--- src/design/sdcs_pkg.sv ---
// Package for the SD SPI command sender: item and job types, constants,
// and the CRC7 byte update. Used by every module of the block.
`timescale 1ns / 1ps

package sdcs_pkg;

  localparam logic [7:0] IdleByte       = 8'hFF;
  localparam logic [7:0] CmdStartBits   = 8'h40;
  localparam logic [6:0] CrcPoly        = 7'h09;
  localparam logic [7:0] PollLimitReset = 8'd128;
  localparam int         QueueDepth     = 2;
  localparam int         QueuePtrW      = $clog2(QueueDepth);
  localparam int         QueueCntW      = $clog2(QueueDepth + 1);

  // Position of each frame byte in a command's result sequence
  localparam logic [2:0] StepIdle  = 3'd0;
  localparam logic [2:0] StepIndex = 3'd1;
  localparam logic [2:0] StepArg3  = 3'd2;
  localparam logic [2:0] StepArg2  = 3'd3;
  localparam logic [2:0] StepArg1  = 3'd4;
  localparam logic [2:0] StepArg0  = 3'd5;
  localparam logic [2:0] StepCrc   = 3'd6;
  localparam logic [2:0] StepLast  = 3'd7;

  typedef enum logic {
    KindCommand  = 1'b0,
    KindReceived = 1'b1
  } in_kind_e;

  typedef enum logic [1:0] {
    JobCmd    = 2'd0,
    JobPoll   = 2'd1,
    JobFinish = 2'd2
  } job_kind_e;

  typedef struct packed {
    logic        kind;
    logic [5:0]  command_index;
    logic [31:0] argument;
    logic [7:0]  received_byte;
  } in_item_t;

  typedef struct packed {
    logic       send_valid;
    logic [7:0] send_byte;
    logic       card_select;
    logic       finished;
    logic [7:0] response;
    logic       timed_out;
    logic       last;
  } out_item_t;

  // Work handed from the front to the back through the queue
  typedef struct packed {
    job_kind_e   kind;
    logic [5:0]  command_index;
    logic [31:0] argument;
    logic [7:0]  response;
    logic        timed_out;
    logic        no_poll;
  } job_t;

  typedef struct packed {
    logic valid;
    job_t job;
  } job_push_t;

  function automatic logic [6:0] crc7_byte(input logic [6:0] crc_in,
                                           input logic [7:0] data_in);
    logic [6:0] crc;
    logic [7:0] data;
    logic       top;
    crc  = crc_in;
    data = data_in;
    for (int i = 0; i < 8; i++) begin
      top  = data[7] ^ crc[6];
      crc  = {crc[5:0], 1'b0} ^ (top ? CrcPoly : 7'h00);
      data = {data[6:0], 1'b0};
    end
    return crc;
  endfunction

endpackage

--- src/design/sdcs_front.sv ---
// Front end of the SD SPI command sender: accepts items, tracks the
// response wait and poll budget, and turns commands, and bytes
// received during a response wait, into jobs. Depends on sdcs_pkg.
`timescale 1ns / 1ps

module sdcs_front (
  input  logic               clk_i,
  input  logic               rst_ni,
  input  logic               in_valid_i,
  output logic               in_stall_o,
  input  sdcs_pkg::in_item_t in_data_i,
  input  logic [7:0]         poll_limit_i,
  input  logic               queue_full_i,
  output sdcs_pkg::job_push_t push_o
);
  import sdcs_pkg::*;

  logic       awaiting_q, awaiting_d;
  logic [7:0] polls_q, polls_d;
  logic       accept;

  assign in_stall_o = queue_full_i;
  assign accept     = in_valid_i && !queue_full_i;

  always_comb begin
    awaiting_d                = awaiting_q;
    polls_d                   = polls_q;
    push_o.valid              = 1'b0;
    push_o.job.kind           = JobCmd;
    push_o.job.command_index  = in_data_i.command_index;
    push_o.job.argument       = in_data_i.argument;
    push_o.job.response       = IdleByte;
    push_o.job.timed_out      = 1'b0;
    push_o.job.no_poll        = (poll_limit_i == 8'd0);
    if (accept) begin
      if (in_data_i.kind == KindCommand) begin
        // a new command drops any pending exchange
        push_o.valid = 1'b1;
        awaiting_d   = (poll_limit_i != 8'd0);
        polls_d      = (poll_limit_i != 8'd0) ? poll_limit_i - 8'd1 : 8'd0;
      end else if (awaiting_q) begin
        push_o.valid = 1'b1;
        if (in_data_i.received_byte != IdleByte) begin
          push_o.job.kind     = JobFinish;
          push_o.job.response = in_data_i.received_byte;
          awaiting_d          = 1'b0;
          polls_d             = 8'd0;
        end else if (polls_q != 8'd0) begin
          push_o.job.kind = JobPoll;
          polls_d         = polls_q - 8'd1;
        end else begin
          push_o.job.kind      = JobFinish;
          push_o.job.timed_out = 1'b1;
          awaiting_d           = 1'b0;
        end
      end
    end
  end

  always_ff @(posedge clk_i or negedge rst_ni) begin
    if (!rst_ni) begin
      awaiting_q <= 1'b0;
      polls_q    <= 8'd0;
    end else begin
      awaiting_q <= awaiting_d;
      polls_q    <= polls_d;
    end
  end

endmodule

--- src/design/sdcs_queue.sv ---
// Short job queue between front and back of the SD SPI command sender.
// Depends on sdcs_pkg.
`timescale 1ns / 1ps

module sdcs_queue (
  input  logic                clk_i,
  input  logic                rst_ni,
  input  sdcs_pkg::job_push_t push_i,
  output logic                full_o,
  output logic                head_valid_o,
  output sdcs_pkg::job_t      head_o,
  input  logic                pop_i
);
  import sdcs_pkg::*;

  job_t                 mem_q [QueueDepth];
  logic [QueuePtrW-1:0] wr_ptr_q, rd_ptr_q;
  logic [QueueCntW-1:0] cnt_q;
  logic                 do_push, do_pop;

  assign full_o       = (cnt_q == QueueCntW'(QueueDepth));
  assign head_valid_o = (cnt_q != '0);
  assign head_o       = mem_q[rd_ptr_q];
  assign do_push      = push_i.valid && !full_o;
  assign do_pop       = pop_i && head_valid_o;

  always_ff @(posedge clk_i) begin
    if (do_push) begin
      mem_q[wr_ptr_q] <= push_i.job;
    end
  end

  always_ff @(posedge clk_i or negedge rst_ni) begin
    if (!rst_ni) begin
      wr_ptr_q <= '0;
      rd_ptr_q <= '0;
      cnt_q    <= '0;
    end else begin
      if (do_push) begin
        wr_ptr_q <= (wr_ptr_q == QueuePtrW'(QueueDepth - 1)) ? '0 : wr_ptr_q + 1'b1;
      end
      if (do_pop) begin
        rd_ptr_q <= (rd_ptr_q == QueuePtrW'(QueueDepth - 1)) ? '0 : rd_ptr_q + 1'b1;
      end
      cnt_q <= cnt_q + QueueCntW'(do_push) - QueueCntW'(do_pop);
    end
  end

endmodule

--- src/design/sdcs_back.sv ---
// Back end of the SD SPI command sender: plays out each job as result
// items into an output register, running CRC7 one frame byte per cycle
// while the output is not stalled. Depends on sdcs_pkg.
`timescale 1ns / 1ps

module sdcs_back (
  input  logic                clk_i,
  input  logic                rst_ni,
  input  logic                head_valid_i,
  input  sdcs_pkg::job_t      head_i,
  output logic                pop_o,
  output logic                out_valid_o,
  input  logic                out_stall_i,
  output sdcs_pkg::out_item_t out_data_o
);
  import sdcs_pkg::*;

  logic [2:0] step_q, step_d;
  logic [6:0] crc_q, crc_d;
  logic       out_valid_q, out_valid_d;
  out_item_t  out_q, out_d;
  logic       slot_free, emit;
  logic [7:0] frame_byte;

  assign slot_free   = !out_valid_q || !out_stall_i;
  assign emit        = head_valid_i && slot_free;
  assign out_valid_o = out_valid_q;
  assign out_data_o  = out_q;

  always_comb begin
    case (step_q)
      StepIdle:  frame_byte = IdleByte;
      StepIndex: frame_byte = CmdStartBits | {2'b00, head_i.command_index};
      StepArg3:  frame_byte = head_i.argument[31:24];
      StepArg2:  frame_byte = head_i.argument[23:16];
      StepArg1:  frame_byte = head_i.argument[15:8];
      StepArg0:  frame_byte = head_i.argument[7:0];
      StepCrc:   frame_byte = {crc_q, 1'b1};
      default:   frame_byte = IdleByte;
    endcase
  end

  always_comb begin
    step_d      = step_q;
    crc_d       = crc_q;
    pop_o       = 1'b0;
    out_valid_d = slot_free ? 1'b0 : out_valid_q;
    out_d       = out_q;
    if (emit) begin
      out_valid_d       = 1'b1;
      out_d.send_valid  = 1'b1;
      out_d.send_byte   = IdleByte;
      out_d.card_select = 1'b1;
      out_d.finished    = 1'b0;
      out_d.response    = 8'd0;
      out_d.timed_out   = 1'b0;
      out_d.last        = 1'b1;
      case (head_i.kind)
        JobCmd: begin
          if (step_q == StepLast) begin
            pop_o  = 1'b1;
            step_d = StepIdle;
            if (head_i.no_poll) begin
              out_d.send_valid  = 1'b0;
              out_d.send_byte   = 8'd0;
              out_d.card_select = 1'b0;
              out_d.finished    = 1'b1;
              out_d.response    = IdleByte;
              out_d.timed_out   = 1'b1;
            end
          end else begin
            out_d.send_byte = frame_byte;
            out_d.last      = 1'b0;
            step_d          = step_q + 3'd1;
            // fold the five command bytes into the CRC as they go out
            if (step_q == StepIdle) begin
              crc_d = 7'd0;
            end else if (step_q != StepCrc) begin
              crc_d = crc7_byte(crc_q, frame_byte);
            end
          end
        end
        JobPoll: begin
          pop_o = 1'b1;
        end
        JobFinish: begin
          pop_o             = 1'b1;
          out_d.send_valid  = 1'b0;
          out_d.send_byte   = 8'd0;
          out_d.card_select = 1'b0;
          out_d.finished    = 1'b1;
          out_d.response    = head_i.response;
          out_d.timed_out   = head_i.timed_out;
        end
        default: begin
          pop_o = 1'b1;
        end
      endcase
    end
  end

  always_ff @(posedge clk_i or negedge rst_ni) begin
    if (!rst_ni) begin
      step_q      <= StepIdle;
      out_valid_q <= 1'b0;
    end else begin
      step_q      <= step_d;
      out_valid_q <= out_valid_d;
    end
  end

  always_ff @(posedge clk_i) begin
    crc_q <= crc_d;
    out_q <= out_d;
  end

  a_pop_needs_head: assert property (@(posedge clk_i) disable iff (!rst_ni)
    pop_o |-> head_valid_i)
    else $error("pop without a queued job");

  a_step_in_command: assert property (@(posedge clk_i) disable iff (!rst_ni)
    step_q != StepIdle |-> head_valid_i && head_i.kind == JobCmd)
    else $error("frame step advanced outside a command");

  a_frame_keeps_select: assert property (@(posedge clk_i) disable iff (!rst_ni)
    out_valid_q && !out_q.last |-> out_q.card_select && out_q.send_valid)
    else $error("frame byte without chip select");

  a_finish_is_last: assert property (@(posedge clk_i) disable iff (!rst_ni)
    out_valid_q && out_q.finished |-> out_q.last && !out_q.card_select)
    else $error("finishing item not last or select held");

  a_command_pops_at_end: assert property (@(posedge clk_i) disable iff (!rst_ni)
    pop_o && head_i.kind == JobCmd |-> step_q == StepLast)
    else $error("command left the queue before its last byte");

endmodule

--- src/design/sd_spi_command_sender_core.sv ---
// SD card SPI command sender: top level joining front end, job queue and
// back end. Depends on sdcs_pkg, sdcs_front, sdcs_queue and sdcs_back.
//
// Usage:
//   Input channel (in_valid_i / in_stall_o / in_data_i) takes either a
//   command (kind 0: index and 32-bit argument) or a byte received from
//   the card (kind 1). Output channel (out_valid_o / out_stall_i /
//   out_data_o) gives one item per line event; last marks the final item
//   caused by an input.
//   A command yields eight items: 0xFF, 0x40|index, four argument bytes,
//   the CRC7 byte, then a 0xFF poll or, with a zero poll limit, a timeout
//   finish. A received byte yields one item (poll or finish), or none
//   when no response is awaited.
//   An accepted input is written into the job queue; its first item is
//   then registered in the output register. The back end gives one output
//   item per cycle unless the output stalls; the two-entry job queue lets
//   the front accept while the back end is busy.
//   cfg_we_i / cfg_wdata_i set the poll limit (reset 128); write it only
//   while the block is idle.
//   Reset empties the queue and clears the output valid and wait state.
//   A stall on the output holds the current item and, once the queue
//   fills, raises in_stall_o.
`timescale 1ns / 1ps

module sd_spi_command_sender_core (
  input  logic                clk_i,
  input  logic                rst_ni,
  input  logic                in_valid_i,
  output logic                in_stall_o,
  input  sdcs_pkg::in_item_t  in_data_i,
  output logic                out_valid_o,
  input  logic                out_stall_i,
  output sdcs_pkg::out_item_t out_data_o,
  input  logic                cfg_we_i,
  input  logic [7:0]          cfg_wdata_i
);
  import sdcs_pkg::*;

  logic [7:0] poll_limit_q;
  job_push_t  push;
  logic       queue_full;
  logic       head_valid;
  job_t       head;
  logic       pop;

  always_ff @(posedge clk_i or negedge rst_ni) begin
    if (!rst_ni) begin
      poll_limit_q <= PollLimitReset;
    end else if (cfg_we_i) begin
      poll_limit_q <= cfg_wdata_i;
    end
  end

  sdcs_front u_front (
    .clk_i        (clk_i),
    .rst_ni       (rst_ni),
    .in_valid_i   (in_valid_i),
    .in_stall_o   (in_stall_o),
    .in_data_i    (in_data_i),
    .poll_limit_i (poll_limit_q),
    .queue_full_i (queue_full),
    .push_o       (push)
  );

  sdcs_queue u_queue (
    .clk_i        (clk_i),
    .rst_ni       (rst_ni),
    .push_i       (push),
    .full_o       (queue_full),
    .head_valid_o (head_valid),
    .head_o       (head),
    .pop_i        (pop)
  );

  sdcs_back u_back (
    .clk_i        (clk_i),
    .rst_ni       (rst_ni),
    .head_valid_i (head_valid),
    .head_i       (head),
    .pop_o        (pop),
    .out_valid_o  (out_valid_o),
    .out_stall_i  (out_stall_i),
    .out_data_o   (out_data_o)
  );

endmodule
--- config.mk ---
export PLATFORM = sky130hd
export DESIGN_NAME = sd_spi_command_sender_core
export DESIGN_NICKNAME = d
export VERILOG_FILES = /design/src/design/sdcs_pkg.sv /design/src/design/sdcs_front.sv /design/src/design/sdcs_queue.sv /design/src/design/sdcs_back.sv /design/src/design/sd_spi_command_sender_core.sv
export SDC_FILE = /design/constraint.sdc
export NUM_CORES = 1
export LEC_CHECK = 0
export BUFFER_PORTS_ARGS = -buffer_cell sky130_fd_sc_hd__buf_4
export CAP_MARGIN = 20
export CORE_MARGIN = 3
export CORE_UTILIZATION = 50
export CTS_CLUSTER_SIZE = 40
export DETAILED_ROUTE_END_ITERATION = 10
export PLACE_DENSITY = 0.8
export SLEW_MARGIN = 10
export SYNTH_ARGS = -nofsm -noshare
export SYNTH_HDL_FRONTEND = slang
export SYNTH_SLANG_ARGS = --single-unit
--- constraint.sdc ---
create_clock -name clk_i -period 4.3 [get_ports clk_i]
set_input_delay 1.29 -clock clk_i [delete_from_list [all_inputs] [get_ports clk_i]]
set_output_delay 1.29 -clock clk_i [all_outputs]
set_load 0.05 [all_outputs]
## Word level (Yosys, flattened, before mapping)

Memory sizes are Yosys's and may differ from the RTL's.
Index checks and enable logic that the tools add are counted.

- Reductions and logical operators: 19
- $add $sub $neg: 7
- Equality and inequality tests: 13
- Bitwise logic cells: 17
- Mux-type cells: 46

Operators with widths:

| kind | number |
|---|---|
| two-way mux 8 bit | 7 |
| XOR 7 bit | 8 |
| one-hot mux 8 bit (6 select lines) | 1 |
| one-hot mux 20 bit (2 select lines) | 1 |
| two-way mux 4 bit | 8 |
| two-way mux 9 bit | 3 |
| two-way mux 20 bit | 1 |
| two-way mux 1 bit | 17 |
| nonzero test 8 bit | 2 |
| subtractor 8 x 1 -> 8 bit, second input constant | 2 |
| == test 3 bit, second input constant | 4 |
| two-way mux 11 bit | 1 |
| two-way mux 3 bit | 3 |
| zero test 8 bit | 1 |
| inequality test 8 bit, second input constant | 1 |
| XOR 1 bit | 8 |
| two-way mux 7 bit | 1 |
| == test 3 x 2 -> 1 bit, second input constant | 2 |
| two-way mux 2 bit | 3 |
| nonzero test 2 bit | 3 |
| == test 2 bit, second input constant | 2 |
| logical AND 1 bit | 4 |
| AND reduction 4 bit | 1 |
| adder 3 x 1 -> 3 bit, second input constant | 1 |
| other kinds (14) | 17 |

- Output and inout bits: 23
- Input bits: 60
- Register bits: 53
- Bits in writable memories: 100
- Word-level logic and storage cells: 119
- Memories kept: 1

Memories:

| name | depth | bits a word | rd ports | clocked after Yosys merged registers in | write ports | RTL line | source |
|---|---|---|---|---|---|---|---|
| u_queue.mem_q | 2 | 50 | 1 | 0 | 1 | sdcs_queue.sv:16 | `job_t mem_q [QueueDepth];` |

## Logic depth before layout (Yosys ltp)

Gate-level depths: netlist of the first run.

- Word-level depth: 27
- Gate-level depth with buffers: 13

## By module

From an unflattened synthesis of the first run, not the netlist that was laid out.

- Cell total of the unflattened synthesis: 507
- Area total of the unflattened synthesis: 7397.1 um^2

Modules (own cells, without submodules):

| module | cells an instance | seq. area each (um^2) | area each (um^2) | instances |
|---|---|---|---|---|
| sdcs_queue | 174 | 3103.0 | 4066.4 | 1 |
| sdcs_back | 169 | 910.9 | 1850.5 | 1 |
| sdcs_front | 147 | 225.2 | 1147.4 | 1 |
| sd_spi_command_sender_core | 17 | 201.4 | 332.8 | 1 |

## Worst setup path before layout of the first run

No wires, ideal clock.

- Path type: in2reg
- Start: input port in_valid_i
- End: memory u_queue.mem_q[0][0] in the netlist's numbering, enable pin
- Setup slack: -0.308 ns
- Buffers on the path: 0
- Arrival: 4.144 ns
- Stages: 3
- Cell sequence: nor2b_1 > a21boi_1 > nor2b_1

- Word-level cells in the longest chain between the ends: 5

Ends and longest elaborated chain:

| element | RTL line | source |
|---|---|---|
| from (decl) | sd_spi_command_sender_core.sv:28 | `input logic in_valid_i,` |
| logical AND 1 bit | sdcs_front.sv:23 | `assign accept = in_valid_i && !queue_full_i;` |
| two-way mux 3 bit | sdcs_front.sv:35 | `if (accept) begin` |
| logical AND 1 bit | sdcs_queue.sv:24 | `assign do_push = push_i.valid && !full_o;` |
| named net u_queue.do_push | sdcs_queue.sv:19 | `logic do_push, do_pop;` |
| two-way mux 1 bit | sdcs_queue.sv:28 | `if (do_push) begin` |
| two-way mux 1 bit (implied by the code) | sdcs_queue.sv:29 | `mem_q[wr_ptr_q] <= push_i.job;` |
| to (decl) | sdcs_queue.sv:16 |  |

The timed path passes the listed nets, and every way through them passes these cells.

## Final worst setup path of the first run

- Start: register u_back.step_q[2]
- End: register u_back.crc_q[3], data pin

- Word-level cells in the longest chain between the ends: 15
- Elaborated cells on any way between the ends: 25
- Those cells by class: eq/ne (6); mux (6); bitwise (12); reduce/logical (1)

Ends and longest elaborated chain:

| element | RTL line | source |
|---|---|---|
| from (decl) | sdcs_back.sv:18 | `logic [2:0] step_q, step_d;` |
| from (signal assigned) | sdcs_back.sv:104 | `step_q <= StepIdle;` |
| from (signal assigned) | sdcs_back.sv:107 | `step_q <= step_d;` |
| == test 3 bit, or another cell as far along | sdcs_back.sv:31 | `case (step_q)` |
| one-hot mux 8 bit (6 select lines) | sdcs_back.sv:31 |  |
| XOR 1 bit | sdcs_pkg.sv:76 | `top = data[7] ^ crc[6];` |
| two-way mux 4 bit | sdcs_pkg.sv:77 | `crc = {crc[5:0], 1'b0} ^ (top ? CrcPoly : 7'h00);` |
| XOR 7 bit (4 in series) | sdcs_pkg.sv:77 |  |
| XOR 1 bit or XOR 7 bit (tied branches) | sdcs_pkg.sv:76, sdcs_pkg.sv:77 |  |
| two-way mux 4 bit or XOR 7 bit (tied branches) | sdcs_pkg.sv:77 |  |
| XOR 7 bit | sdcs_pkg.sv:77 |  |
| XOR 7 bit or XOR 1 bit (tied branches) | sdcs_pkg.sv:77, sdcs_pkg.sv:76 |  |
| XOR 7 bit or two-way mux 4 bit (tied branches) | sdcs_pkg.sv:77 |  |
| XOR 7 bit | sdcs_pkg.sv:77 |  |
| two-way mux 7 bit | sdcs_back.sv:78 | `end else if (step_q != StepCrc) begin` |
| to (signal assigned) | sdcs_back.sv:113 | `crc_q <= crc_d;` |
| to (decl) | sdcs_back.sv:19 | `logic [6:0] crc_q, crc_d;` |

Parallel ways exist; a longest one is shown, timed or not. The select of a mux whose other input is x is not followed.
A chain may end at the register's enable or synchronous reset.

==> results.json, run 1 <==
{
  "status": "finished, final reports clean",
  "clock_skew_ps": 7.49,
  "wl_met3_microns": 894,
  "hpwl_microns": 8570,
  "drcViolationCount": 0,
  "synth-edff-count": 127,
  "grt_pass1_wl_microns": 20500,
  "r2r_cells": 9,
  "clk_pin_slew_ps": 60,
  "via_count": 4119,
  "layout_commonest_cell": "edfxtp_1",
  "hp-class": "reg -> reg",
  "clkLatencyLatePin_ps": 420,
  "syn-instance-count": 469,
  "drv_cap": 0,
  "critPathMaxFanout": 28,
  "initial_core_util": 0.521,
  "ctsHoldBuffers": 0,
  "grtUsageTotal": 0.180,
  "die_area_sq_um": 14800,
  "hold_viol_final": 0,
  "drv_slew": 0,
  "synth_nets": 540,
  "grt_pass1_vias": 4094,
  "vdd_drop_max_mv": 0.287,
  "routed_wl_microns": 12600,
  "slew_headroom": 0.493,
  "antenna_cells": 0,
  "cts_buffers": 17,
  "final_nets": 628,
  "core-area_sq_um": 12900,
  "final_cell_mix": "edfxtp_1, buf_4, mux2i_1, nand2_1, o21ai_0",
  "highest_layer": "met4",
  "antenna_found_initial": 0,
  "rr_startpoint": "u_back.step_q[2]",
  "io_pins": 83,
  "grt_max_degree": 51,
  "fin_crit_ps": 3050,
  "drive_gt1_frac": 0.268,
  "p_leak_nw": 3.02,
  "arrival_ps": 3210,
  "synthArstFlopShare": 0.164,
  "cp-startpoint": "u_back.step_q[2]",
  "wl_met1_microns": 5470,
  "io_buffers": 82,
  "cts.sinks": 152,
  "place_congestion": 0.906,
  "synth_seq_cells": 152,
  "area_growth_pct": 19.7,
  "crit_required_ps": 4460,
  "r2r_slack_ps": 1250,
  "vias_per_cell": 5.55,
  "setup_viol": 0,
  "cp-end-kind": "register",
  "path_class": "reg -> reg",
  "max_freq_mhz": 328,
  "first_pass_iters": 5,
  "tightest_slew_ps": 761,
  "synth_area_sq_um": 6710,
  "start_kind": "register",
  "dieWidth_microns": 122,
  "syn_area_per_cell_sq_um": 14.3,
  "die_h_microns": 122,
  "final_cell_area_sq_um": 8020,
  "synth_cell_types": 57,
  "placedInstanceArea_sq_um": 7470,
  "crit_end": "u_back.crc_q[3]",
  "clockBufferDepth": 2,
  "synth_ff_type": "edfxtp_1",
  "yosysSeqAreaShare": 0.662,
  "yosysWarnings": 0,
  "fp-row-count": 41,
  "fin_crit_sh": 0.709,
  "cts_tree": "done",
  "wl_per_cell_microns": 17.0,
  "cts_setup_buffers": 0,
  "r2r_end": "u_back.crc_q[3]",
  "ctsResizeCount": 0,
  "ant_nets": 0,
  "grt_overflow": 0,
  "cts_max_level": 4,
  "rsz0062_at_grt": "no",
  "powerDensity_nw_per_um2": 763,
  "cts_root_buf": "clkbuf_16",
  "drt-initial-drc-count": 407,
  "dr_wl_met2_microns": 6090,
  "final.setup.tns_ps": 0
}
[worst max-delay path: stages (launching register included)]
cell     delay [ps]
dfrtp_1         330
buf_4           300
inv_1           180
ha_1            370
inv_1           200
o22ai_1         140
nor4_2          410
mux2_2          420
xnor2_1         300
mux2i_1         130
[report_power, final]
group	total, W	internal (W)	switching [W]
registers	0.00230	0.00211	0.000196
logic	0.00244	0.000940	0.00150
clock network	0.00138	0.000796	0.000581
[stage by stage]
step	cells	setup WS, ps	hold slack (ps)	power, W	utilization
floorplan	469	633	460	0.00419	-
global placement	710	1190	483	0.00467	0.580
detailed placement	710	1100	493	0.00475	0.580
CTS	742	1290	514	0.00614	0.623
global route	742	1080	538	0.00645	0.623
finish	742	1250	509	0.00612	0.623
[cell usage after synthesis (3+ instances only)]
library cell    n  share of area
a211o_1         3         0.0039
a211oi_1        4         0.0045
a21oi_1        10         0.0075
a221oi_1        3         0.0039
a22oi_1         8         0.0090
a31oi_1         3         0.0028
and2_1          4         0.0037
buf_2           7         0.0052
buf_6           6          0.010
clkbuf_1        3         0.0017
dfrtp_1        24          0.090
edfxtp_1      127           0.57
ha_1           11          0.021
inv_1          15         0.0084
mux2_2         15          0.025
mux2_4          3         0.0067
mux2i_1        34          0.051
nand2_1        34          0.019
nand2b_1       11          0.010
nand4_1         3         0.0028
nor2_1         26          0.015
nor2b_1        10         0.0093
nor3_1          8         0.0060
nor4_1          4         0.0037
o21ai_0        31          0.023
o22ai_1         7         0.0065
or2_2           3         0.0028
or4_1           3         0.0034
xnor2_1         6         0.0078
xor2_1         10          0.013
[final cells by class]
cell class	count	area, sq um
fillers	944	4850
repair buffers	87	666
well taps	172	215
inverters	15	56.3
clock inverters	14	124
multi-input cells	284	2090
flip-flops and latches	152	4440
clock buffers	18	429
[layer usage]
metal	global-route usage	vias to the layer above
li1	-	1946
met1	0.242	1999
met2	0.283	156
met3	0.0525	18
met4	0.0644	0
met5	0	-
[logic make-up after synthesis]
| logic type | synth area share |
|---|---|
| adders and majority gates | 0.0205 |
| muxes | 0.0894 |
| buffers and inverters | 0.0276 |
| xor gates and xnor gates | 0.0282 |
| and+or+nand+nor | 0.0875 |
| DFF | 0.662 |
| AOI/OAI and AO/OA | 0.0845 |
[worst min-delay path by stage]
| stage | from | end | slack (ps) | cells after the start |
|---|---|---|---|---|
| final | u_front.polls_q[7] | u_front.polls_q[7] | 510 | 2 |
| after detailed placement | u_queue.cnt_q[1] | u_queue.cnt_q[1] | 490 | 1 |
| after global routing | u_front.polls_q[7] | u_front.polls_q[7] | 540 | 2 |
| after CTS | u_queue.cnt_q[1] | u_queue.cnt_q[1] | 510 | 1 |
| after global placement | u_queue.cnt_q[1] | u_queue.cnt_q[1] | 480 | 1 |
| after floorplan | u_queue.cnt_q[1] | u_queue.cnt_q[1] | 460 | 1 |
[registers in the layout (all words and copies together), names as in the netlist]
signal              cells
poll_limit_q            8
u_back.crc_q            7
u_back.out_data_o      20
u_back.out_valid_o      1
u_back.step_q           3
u_front.awaiting_q      1
u_front.polls_q         8
u_queue.cnt_q           2
u_queue.mem_q         100
u_queue.rd_ptr_q        1
u_queue.wr_ptr_q        1
(Power assumes the default switching activity.)
==> run 2, diff against run 1 <==
Settings changed: PLACE_DENSITY 0.8 to 0.83.
Clock period 4.3 ns to 2.6 ns, I/O delays scaled along.
==> run 2 against run 1 <==
Effect of this change:
- largest cell class unchanged
- highest routed layer unchanged
- sequential share of layout area shrank 2.0 points
- core utilization up 2.4 points
- global-route usage up 1.2 points
- clock power increased by 91%
- routed wire length rose by 7.4%
- die area stayed put
- first-iteration DRC count down 3.4%
==> results.json, run 2 (synthesis gave the netlist of run 1 again) <==
{
  "status": "finished, final reports clean",
  "fp-row-count": 41,
  "start_kind": "register",
  "grtUsageTotal": 0.192,
  "first_pass_iters": 5,
  "clockBufferDepth": 2,
  "critPathMaxFanout": 5,
  "fin_total_pwr_w": 0.0110,
  "use_met1": 0.257,
  "final_util": 0.647,
  "cpMaxStageDelayCell": "or4_4",
  "antenna_cells": 0,
  "final_cell_mix": "edfxtp_1, buf_4, mux2i_1, nand2_1, o21ai_0",
  "r2r_cells": 8,
  "die_area_sq_um": 14800,
  "slew_headroom": 0.686,
  "antenna_found_initial": 0,
  "final.setup.tns_ps": 0,
  "max_freq_mhz": 397,
  "rr_startpoint": "u_back.step_q[1]",
  "busiest_layer": "met2",
  "routed_wl_microns": 13600,
  "path_cells": "ha_1 > ha_2 > a2111oi_4 > buf_4 > or4_4 > xor2_2 > xor2_1 > mux2i_1",
  "drv_slew": 0,
  "layout.area.seq_sq_um": 4440,
  "crit_required_ps": 2780,
  "ant_nets": 0,
  "arrival_ps": 2690,
  "clk_pin_slew_ps": 60,
  "regMostFlops": "u_queue.mem_q",
  "placedInstanceArea_sq_um": 7620,
  "largest_reg_flops": 100,
  "ctsHoldBuffers": 0,
  "clkLatencyLatePin_ps": 420,
  "grt_pass1_vias": 4292,
  "vdd_drop_max_mv": 0.665,
  "die_h_microns": 122,
  "fin_crit_ps": 2520,
  "met3_usage": 0.0511,
  "io_buffers": 82,
  "fin_crit_sh": 0.968,
  "cts_buffers": 17,
  "drv_cap": 0,
  "drcViolationCount": 0,
  "final_nets": 647,
  "cp_num_buf_inv": 1,
  "hp-class": "in -> async",
  "via_count": 4203,
  "hpwl_microns": 9270,
  "p_leak_nw": 3.18,
  "cp_top_family": "simple AND/OR/NAND/NOR gates",
  "cts_tree": "done",
  "cp-end-kind": "register",
  "fin_cells": 761,
  "io_pins": 83,
  "drive_gt1_frac": 0.312,
  "grt_pass1_wl_microns": 21800,
  "dieWidth_microns": 122,
  "setup_viol": 0,
  "tightest_slew_ps": 467,
  "core-area_sq_um": 12900,
  "drt-initial-drc-count": 393,
  "critPathMaxStageDelay_ps": 560,
  "layout_commonest_cell": "edfxtp_1",
  "powerDensity_nw_per_um2": 1310,
  "multiInputGateArea_sq_um": 2150,
  "cts_max_level": 4,
  "grt_use_met2": 0.307,
  "cp-startpoint": "u_back.step_q[1]",
  "cts_root_buf": "clkbuf_16",
  "wl_per_cell_microns": 17.8,
  "place_congestion": 0.883,
  "grt_overflow": 0,
  "nFillCells": 901,
  "r2r_end": "u_back.crc_q[6]",
  "hold_viol_final": 0,
  "path_class": "reg -> reg",
  "cts.sinks": 152,
  "place_inst": 726,
  "final_cell_area_sq_um": 8330,
  "r2r_slack_ps": 80,
  "clock_skew_ps": 7.42,
  "grt_max_degree": 42,
  "area_growth_pct": 24.3,
  "vias_per_cell": 5.52,
  "initial_core_util": 0.521
}
run 2: timing repair:
| item | CTS | global route |
|---|---|---|
| setup endpoints to repair | 2 | 8 |
| resized for setup | 1 | 12 |
| pin swaps | 2 | 1 |
| buffers inserted | 2 | 1 |
run 2: area by class of cell:
cell class | count | area share
inverter | 15 | 0.00676
timing repair buffer | 106 | 0.100
tap | 172 | 0.0258
clock buffer | 19 | 0.0520
clock inverter | 13 | 0.0240
multi-input combinational | 284 | 0.258
sequential | 152 | 0.533
run 2: worst max path at each step:
stage                                 end  cells past startpoint
final                     u_back.crc_q[6]                      8
after global routing      u_back.crc_q[0]                      9
after CTS                 u_back.crc_q[3]                      9
after detailed placement  u_back.crc_q[0]                      8
after global placement    u_back.crc_q[3]                      8
after floorplan           u_back.crc_q[0]                      3
run 2: power breakdown:
| group | switching, W | internal, W |
|---|---|---|
| clock network | 0.000938 | 0.00170 |
| registers | 0.000317 | 0.00348 |
| logic | 0.00264 | 0.00188 |
| total | 0.00390 | 0.00706 |
run 2: per-layer routing:
metal | share of wire | routed length (microns) | vias up
met3 | 0.062 | 844 | 21
met4 | 0.016 | 221 | 0
met5 | 0 | 0 | -
met1 | 0.44 | 5910 | 2049
met2 | 0.49 | 6590 | 163
li1 | - | - | 1970
run 2: through the flow:
stage	setup WS [ps]	hold WS, ps
4_1_cts	4.28	248
3_5_place_dp	-28.4	494
3_3_place_gp	146	483
6_report	82.7	251
5_1_grt	-32.5	264
2_1_floorplan	59.8	460
